===== src/sv/fir9_pkg.sv =====
// Shared types and constants for the nine-tap FIR filter with three truncation variants.
package fir9_pkg;

    localparam int TAPS     = 9;
    localparam int SAMPLE_W = 11;
    localparam int TERM_W   = 8;
    localparam int ACC_W    = 12;
    localparam int OUT_W    = 12;
    localparam int COEF_W   = 10;

    typedef logic signed [SAMPLE_W-1:0] sample_t;
    typedef logic signed [TERM_W-1:0]   term_t;
    typedef logic signed [ACC_W-1:0]    acc_t;
    typedef logic signed [OUT_W-1:0]    result_t;
    typedef logic signed [COEF_W-1:0]   coef_t;

    // Truncated products of one tap, one per variant.
    typedef struct packed {
        term_t t8;
        term_t t7;
        term_t tf;
    } terms_t;

    // Symmetric filter coefficients, tap 0 applies to the newest sample.
    localparam coef_t COEF [TAPS] = '{
        -10'sd7, -10'sd14, 10'sd52, 10'sd272, 10'sd415,
        10'sd272, 10'sd52, -10'sd14, -10'sd7
    };

endpackage


===== src/sv/fir9_window.sv =====
// Sample history and the registered nine-sample window of the filter.
module fir9_window (
    input  logic                aclk,
    input  logic                aresetn,
    input  logic                in_valid,
    input  fir9_pkg::sample_t   in_sample,
    input  logic                en,
    output logic                out_valid,
    output fir9_pkg::sample_t   out_win [fir9_pkg::TAPS]
);

    fir9_pkg::sample_t hist_reg [fir9_pkg::TAPS-1];
    fir9_pkg::sample_t win_reg  [fir9_pkg::TAPS];
    logic              valid_reg;

    // The history shifts only when an item is accepted.
    always_ff @(posedge aclk) begin
        if (!aresetn) begin
            for (int k = 0; k < fir9_pkg::TAPS - 1; k++) begin
                hist_reg[k] <= '0;
            end
        end else if (in_valid && en) begin
            hist_reg[0] <= in_sample;
            for (int k = 1; k < fir9_pkg::TAPS - 1; k++) begin
                hist_reg[k] <= hist_reg[k-1];
            end
        end
    end

    // Window stage: the new sample followed by the eight older ones.
    always_ff @(posedge aclk) begin
        if (!aresetn) begin
            valid_reg <= 1'b0;
        end else if (en) begin
            valid_reg <= in_valid;
        end
    end

    always_ff @(posedge aclk) begin
        if (en) begin
            win_reg[0] <= in_sample;
            for (int k = 1; k < fir9_pkg::TAPS; k++) begin
                win_reg[k] <= hist_reg[k-1];
            end
        end
    end

    assign out_valid = valid_reg;
    assign out_win   = win_reg;

endmodule


===== src/sv/fir9_products.sv =====
// Per-tap products and their truncation for the three variants, registered.
module fir9_products (
    input  logic                aclk,
    input  logic                aresetn,
    input  logic                in_valid,
    input  fir9_pkg::sample_t   in_win [fir9_pkg::TAPS],
    input  logic                en,
    output logic                out_valid,
    output fir9_pkg::terms_t    out_terms [fir9_pkg::TAPS]
);

    logic signed [7:0]  sr      [fir9_pkg::TAPS];
    logic signed [6:0]  csr     [fir9_pkg::TAPS];
    logic signed [14:0] p8      [fir9_pkg::TAPS];
    logic signed [20:0] pf      [fir9_pkg::TAPS];
    fir9_pkg::terms_t   terms_next [fir9_pkg::TAPS];
    fir9_pkg::terms_t   terms_reg  [fir9_pkg::TAPS];
    logic               valid_reg;

    // Coarse operands are the sample and coefficient floored by eight.
    always_comb begin
        for (int k = 0; k < fir9_pkg::TAPS; k++) begin
            sr[k]  = 8'(in_win[k] >>> 3);
            csr[k] = 7'(fir9_pkg::COEF[k] >>> 3);
            p8[k]  = 15'(sr[k]) * 15'(csr[k]);
            pf[k]  = 21'(in_win[k]) * 21'(fir9_pkg::COEF[k]);
            terms_next[k].t8 = 8'(p8[k] >>> 7);
            terms_next[k].t7 = 8'(p8[k] >>> 8);
            terms_next[k].tf = 8'(pf[k] >>> 13);
        end
    end

    always_ff @(posedge aclk) begin
        if (!aresetn) begin
            valid_reg <= 1'b0;
        end else if (en) begin
            valid_reg <= in_valid;
        end
    end

    always_ff @(posedge aclk) begin
        if (en) begin
            terms_reg <= terms_next;
        end
    end

    assign out_valid = valid_reg;
    assign out_terms = terms_reg;

endmodule


===== src/sv/fir9_sum.sv =====
// Sums the truncated terms, applies the final scaling and holds the result item.
module fir9_sum (
    input  logic                aclk,
    input  logic                aresetn,
    input  logic                in_valid,
    input  fir9_pkg::terms_t    in_terms [fir9_pkg::TAPS],
    input  logic                en,
    output logic                out_valid,
    output logic [39:0]         out_data
);

    fir9_pkg::acc_t    acc8;
    fir9_pkg::acc_t    acc7;
    fir9_pkg::acc_t    accf;
    fir9_pkg::result_t res8;
    fir9_pkg::result_t res7;
    fir9_pkg::result_t resf;
    logic [39:0]       data_reg;
    logic              valid_reg;

    // Nine narrow terms per variant; the wrap at twelve bits is intended.
    always_comb begin
        acc8 = '0;
        acc7 = '0;
        accf = '0;
        for (int k = 0; k < fir9_pkg::TAPS; k++) begin
            acc8 = acc8 + 12'(in_terms[k].t8);
            acc7 = acc7 + 12'(in_terms[k].t7);
            accf = accf + 12'(in_terms[k].tf);
        end
        res8 = {acc8[8:0], 3'b000};
        res7 = {acc7[7:0], 4'b0000};
        resf = {accf[8:0], 3'b000};
    end

    always_ff @(posedge aclk) begin
        if (!aresetn) begin
            valid_reg <= 1'b0;
        end else if (en) begin
            valid_reg <= in_valid;
        end
    end

    always_ff @(posedge aclk) begin
        if (en) begin
            data_reg <= {4'b0000, resf, res7, res8};
        end
    end

    assign out_valid = valid_reg;
    assign out_data  = data_reg;

endmodule


===== src/sv/fir9_three_truncation_variants_top.sv =====
// Top level of the nine-tap FIR filter with three truncation variants.
//
// One signed 11-bit sample enters per item on the s_ channel and one result
// item leaves on the m_ channel carrying three 12-bit filter outputs, one for
// each truncation of the products. The filter keeps the last eight samples.
// An accepted sample passes the window register, the product register and the
// result register in that order before its result is shown with m_tvalid high.
// Throughput: one item per clock while m_tready is high, set by the
// three-stage pipeline that moves one item through each stage per cycle.
// Each stage advances when the stage after it is empty or moving, so a stalled
// receiver holds the result in place while earlier stages keep filling; input
// is refused only when all three stages hold items and m_tready is low.
// Reset (aresetn low at a rising edge) clears the sample history to zero and
// empties the pipeline; no result is pending afterward.
module fir9_three_truncation_variants_top (
    input  logic        aclk,
    input  logic        aresetn,
    input  logic        s_tvalid,
    output logic        s_tready,
    input  logic [15:0] s_tdata,   // [10:0] sample, [15:11] zero
    output logic        m_tvalid,
    input  logic        m_tready,
    output logic [39:0] m_tdata    // [11:0] out_trunc8, [23:12] out_trunc7,
                                   // [35:24] out_full, [39:36] zero
);

    fir9_pkg::sample_t win   [fir9_pkg::TAPS];
    fir9_pkg::terms_t  terms [fir9_pkg::TAPS];
    logic              win_valid;
    logic              prod_valid;
    logic              en_win;
    logic              en_prod;
    logic              en_out;

    // Each stage may load when its successor is empty or being drained.
    assign en_out   = !m_tvalid || m_tready;
    assign en_prod  = !prod_valid || en_out;
    assign en_win   = !win_valid || en_prod;
    assign s_tready = en_win;

    fir9_window u_window (
        .aclk      (aclk),
        .aresetn   (aresetn),
        .in_valid  (s_tvalid),
        .in_sample (s_tdata[10:0]),
        .en        (en_win),
        .out_valid (win_valid),
        .out_win   (win)
    );

    fir9_products u_products (
        .aclk      (aclk),
        .aresetn   (aresetn),
        .in_valid  (win_valid),
        .in_win    (win),
        .en        (en_prod),
        .out_valid (prod_valid),
        .out_terms (terms)
    );

    fir9_sum u_sum (
        .aclk      (aclk),
        .aresetn   (aresetn),
        .in_valid  (prod_valid),
        .in_terms  (terms),
        .en        (en_out),
        .out_valid (m_tvalid),
        .out_data  (m_tdata)
    );

`ifndef NO_ASSERTIONS
    // Input is refused only when the whole pipeline is full and blocked.
    assert property (@(posedge aclk) disable iff (!aresetn)
        !s_tready |-> (m_tvalid && !m_tready && win_valid && prod_valid))
        else $error("input stalled while the pipeline had room");

    // Reset empties the pipeline.
    assert property (@(posedge aclk)
        !aresetn |=> (!m_tvalid && !win_valid && !prod_valid))
        else $error("pipeline not empty after reset");
`endif

endmodule


===== config.mk =====
export PLATFORM = sky130hd
export DESIGN_NAME = fir9_three_truncation_variants_top
export DESIGN_NICKNAME = d
export VERILOG_FILES = /design/src/sv/fir9_pkg.sv /design/src/sv/fir9_window.sv /design/src/sv/fir9_products.sv /design/src/sv/fir9_sum.sv /design/src/sv/fir9_three_truncation_variants_top.sv
export SDC_FILE = /design/constraint.sdc
export NUM_CORES = 1
export LEC_CHECK = 0
export BUFFER_PORTS_ARGS = -buffer_cell sky130_fd_sc_hd__buf_4
export CORE_ASPECT_RATIO = 1.25
export CORE_MARGIN = 3
export CORE_UTILIZATION = 45
export DETAILED_ROUTE_END_ITERATION = 12
export PLACE_DENSITY_LB_ADDON = 0.25
export REMOVE_ABC_BUFFERS = 1
export SYNTH_ARGS = -nofsm -noshare
export SYNTH_HDL_FRONTEND = slang
export SYNTH_HIERARCHICAL = 1
export SYNTH_SLANG_ARGS = --single-unit

===== constraint.sdc =====
create_clock -name aclk -period 8.2 [get_ports aclk]
set_input_delay 1.64 -clock aclk [delete_from_list [all_inputs] [get_ports aclk]]
set_output_delay 1.64 -clock aclk [all_outputs]
set_load 0.05 [all_outputs]

# Word-level counts from Yosys, hierarchy flattened

Memories as Yosys holds them, arrays and structs flattened. A register that Yosys moved wholly into a read port is not among the register bits.
Cells that the tools add are included.

Input bits: 20
Output and inout bits: 42
Memory bits (writable): 88
Memories: 1
Bits in latches: 0
ROM bits: 0
Logic and storage cells: 109
Register bits after elaboration: 284

Mux-type cells: 12
Divide/modulo/power cells: 0
Shift-type cells: 0
Equality and inequality tests: 0
Bitwise operators: 8
$mul: 14
$add $sub $neg: 28
Magnitude comparators: 0
Reduce and logical (&&, ||, !) cells: 7

Memory list:

| memory            | words | bits a word | read ports | clocked after Yosys merged registers in | write ports | RTL line          | RTL |
|---|---|---|---|---|---|---|---|
| u_window.hist_reg | 8     | 11          | 8          | 1                                       | 8           | fir9_window.sv:12 | `fir9_pkg::sample_t hist_reg [fir9_pkg::TAPS-1];` |

Operators with widths:

| kind                   | count |
|---|---|
| $mux 11                | 8 |
| $add 9x8->9            | 8 |
| $mul 11x4->15 const B  | 4 |
| $add 8x7->8            | 5 |
| $mul 11x6->17 const B  | 2 |
| $mul 11x5->16 const B  | 2 |
| $neg 8->15             | 2 |
| $mul 8x6->14 const B   | 2 |
| $neg 8->14             | 2 |
| $add 9x5->9            | 3 |
| $mul 8x3->11 const B   | 2 |
| $mul 11x10->21 const B | 1 |
| $add 8x4->8            | 2 |
| $mul 8x7->15 const B   | 1 |
| $add 8x8->9            | 1 |
| $add 9x2->9            | 1 |
| $add 9x3->9            | 1 |
| $add 7x7->8            | 1 |
| $or 1x1->1             | 8 |
| $add 4x5->6            | 1 |
| $add 2x3->4            | 1 |
| $mux 1                 | 4 |
| $logic_not 1->1        | 3 |
| $logic_or 1x1->1       | 3 |
| $logic_and 1x1->1      | 1 |

# Depth between registers and ports, before layout

Depth in word-level cells: 9
Gate-level depth with buffers: 18

# Cells and area by module

Netlist, hierarchy kept.

Modules (own cells, without submodules):

| module                             | area each (um^2) | sequential area each (um^2) | cells an instance | instances |
|---|---|---|---|---|
| fir9_products                      | 13326.5          | 3323.2                      | 1296              | 1 |
| fir9_window                        | 6292.3           | 5635.4                      | 290               | 1 |
| fir9_sum                           | 5549.1           | 800.8                       | 492               | 1 |
| fir9_three_truncation_variants_top | 22.5             | 0.0                         | 3                 | 1 |

# Worst setup path before layout

OpenSTA, ideal clock, no wires.

Path kind: input-to-reg
Start: in m_tready
End: mem u_window/hist_reg[0][0] (netlist bit) (enable)
Stages on the path: 3
Buffers on the path: 0
Slack: -0.028 ns
Data arrival time: 7.381 ns
Library setup time: 0.848 ns
Path through: nand4b_1 nand2_1 nand2_1

RTL lines:

| element            | RTL line                                 | RTL |
|---|---|---|
| start: declaration | fir9_three_truncation_variants_top.sv:22 | `input logic m_tready,` |
| end: declaration   | fir9_window.sv:12                        |  |

==> flow_summary.json <==
{
  "drtPass1Iterations": 4,
  "layout-drive-gt1-share_pct": 5.74,
  "drcViolationCount": 0,
  "cts_root_buf": "clkbuf_16",
  "ff_latch_area_mm2": 0.00976,
  "portBuffers": 42,
  "area_delta_synth_final_pct": 5.98,
  "critPathKind": "flip-flop to flip-flop",
  "ys_seq_elements": 326,
  "fin_crit_ps": 5390,
  "yosysWarnings": 6,
  "slew_violations": 0,
  "num_vias": 13500,
  "viasPerCell": 4.81,
  "place_area_mm2": 0.0255,
  "power.total_mw": 11.2,
  "cts_max_level": 2,
  "globalRouteTotalUtil_pct": 16.5,
  "place_congestion": 0.878,
  "finalHoldViolCount": 0,
  "worstMarginPinSlew_ps": 896,
  "p_leak_nw": 12.6,
  "grt_max_degree": 67,
  "io_pins": 62,
  "critPathRequiredTime_ps": 8500,
  "syn_area_per_cell_um2": 12.1,
  "synth_cells": 2081,
  "core_mm2": 0.0551,
  "die_area_mm2": 0.0589,
  "multi_input_area_mm2": 0.0127,
  "post_drt_wl_per_cell_um": 16.6,
  "synthFlopType": "edfxtp_1",
  "crit_arrival_ps": 5690,
  "path_clk_slew_ps": 60,
  "fin_nets": 2633,
  "fp.dieW_um": 218,
  "insertion_delay_ps": 550,
  "rsz0062_at_grt": "no",
  "cts_hold_buffers": 0,
  "crit_path_end_kind": "flip-flop",
  "p_per_area_mw_per_mm2": 419,
  "max_slew_margin_pct": 40.3,
  "final_common_cell": "inv_1",
  "grt_pass1_wl_um": 76000,
  "clk_path_buf_depth": 3,
  "min_path_type": "flip-flop to flip-flop",
  "async_reset_ff_share_pct": 0,
  "status": "completed",
  "synth_area_mm2": 0.0252,
  "startpoint": "u_window/out_win[54]",
  "peakVddDrop_mv": 0.404,
  "wl_um": 46700,
  "grt_pass1_vias": 14600,
  "clock-sinks": 326,
  "finalSetupViolCount": 0,
  "fillers": 4901,
  "start_kind": "flip-flop",
  "post_cts_resized": 0,
  "hold_start": "u_window/hist_reg[7][8]",
  "rows": 96,
  "antenna_cells": 0,
  "drt_iter0_drc": 641,
  "antenna_found_initial": 0,
  "postCtsSetupBuffers": 0,
  "reg2reg_from": "u_window/out_win[54]",
  "drv_cap": 0,
  "layout.cell_area.non_filler_mm2": 0.0267,
  "synth_cell_type_count": 63,
  "numCtsBuffers": 38,
  "hpwl_um": 38100,
  "clock_skew_ps": 17.8,
  "synth_edf_count": 323,
  "start_util_pct": 45.7,
  "most-common-layout-cells": "inv_1 (469), ha_1 (325), edfxtp_1 (323)",
  "ys_seq_area_share_pct": 38.7,
  "max_freq_mhz": 185,
  "cts_tree": "yes",
  "post-route-period-util_pct": 65.8,
  "path_max_fanout": 17,
  "die_h_um": 271,
  "largest_register_ffs": 110,
  "grt-ovfl-total": 0,
  "postRouteAntennaNets": 0
}
## worst max-delay path, cell delays in order (launching register included)
cell	delay, ps
edfxtp_1	910
ha_1	380
xnor2_1	180
ha_1	340
inv_1	40
fa_1	470
inv_1	50
fa_1	530
inv_1	50
fa_1	500
inv_1	40
ha_1	330
and3_1	220
nor4b_1	330
a22oi_1	210
a21oi_1	270
mux2i_1	230
nand2_1	60
## path summary, 6_finish.rpt
path	end	depth (start not counted)	slack (ps)
max reg2reg	u_products/out_terms[101]	17	2810
min reg2reg	u_window/out_win[8]	0	420
min	u_window/out_win[8]	0	420
max	u_products/out_terms[101]	17	2810
## metal layers
metal / up-vias / GRT usage (%) / wire length [um] / part of all wire (%)
met5: - / 0 / 0 / 0
met4: 0 / 6.83 / 2130 / 4.6
met3: 79 / 2.49 / 1540 / 3.3
met2: 180 / 29.8 / 24100 / 52
li1: 6535 / - / - / -
met1: 6704 / 19.7 / 19000 / 41
## area by class of cell
class | count | share of cell area (%)
multi-input cells | 1154 | 47.5
repair buffers | 50 | 1.41
clock buffers | 47 | 3.73
inverters | 477 | 6.71
well taps | 735 | 3.44
flip-flops and latches | 326 | 36.6
clock inverters | 19 | 0.623
## cells by family (layout without fill, tap and decap cells)
group,count (synthesis),in the layout,share of synthesized area [%]
AND/OR/NAND/NOR,259,259,5.49
adder cells (fa/ha/maj),566,566,35.3
multiplexers,5,5,0.199
other,1,14,0.0149
XOR/XNOR,135,135,4.69
buffers and inverters,614,593,11.1
AO/OA/AOI/OAI,175,175,4.47
flip-flops,326,326,38.7
## through the flow
stage | setup WS (ps) | TNS [ps] | hold WS (ps) | cells | utilization (%)
global route | 2390 | 0 | 422 | 2808 | 48.4
global placement | 2880 | 0 | 404 | 2742 | 46.3
floorplan | -31.9 | -2810 | 400 | 1957 | -
detailed placement | 2830 | 0 | 405 | 2742 | 46.3
CTS | 2830 | 0 | 418 | 2808 | 48.4
finish | 2810 | 0 | 417 | 2808 | 48.4
## cell usage after synthesis, types with 3 or more instances
| library cell | number | area (um^2) |
|---|---|---|
| nor2_1 | 52 | 195 |
| o21ai_0 | 11 | 55.1 |
| a21o_1 | 21 | 158 |
| o211ai_1 | 4 | 30.0 |
| nor3_1 | 15 | 75.1 |
| and2_1 | 89 | 557 |
| a21oi_1 | 61 | 305 |
| nand3_1 | 13 | 65.1 |
| o31ai_1 | 5 | 37.5 |
| dfxtp_1 | 3 | 60.1 |
| and3_1 | 3 | 18.8 |
| nor4_1 | 5 | 31.3 |
| mux2i_1 | 5 | 50.1 |
| buf_4 | 120 | 901 |
| xor2_1 | 28 | 245 |
| o21bai_1 | 17 | 128 |
| edfxtp_1 | 323 | 9700 |
| nor2b_1 | 13 | 81.3 |
| clkbuf_1 | 9 | 33.8 |
| a211oi_1 | 8 | 60.1 |
| ha_1 | 325 | 4070 |
| a211o_1 | 3 | 26.3 |
| o21ai_1 | 13 | 65.1 |
| nand2_1 | 39 | 146 |
| inv_1 | 469 | 1760 |
| o21a_1 | 3 | 22.5 |
| inv_2 | 7 | 26.3 |
| nand4_1 | 14 | 87.6 |
| a31oi_1 | 9 | 56.3 |
| xnor2_1 | 107 | 937 |
| nand2b_1 | 4 | 25.0 |
| fa_1 | 241 | 4820 |
| buf_6 | 5 | 56.3 |
## where the power goes
part           switching, mW  internal [mW]  total, mW
Clock                  0.662          0.927       1.59
Sequential             0.213           2.56       2.78
Combinational           3.78           3.05       6.83
Note: power is estimated with default switching activity, not from simulation.
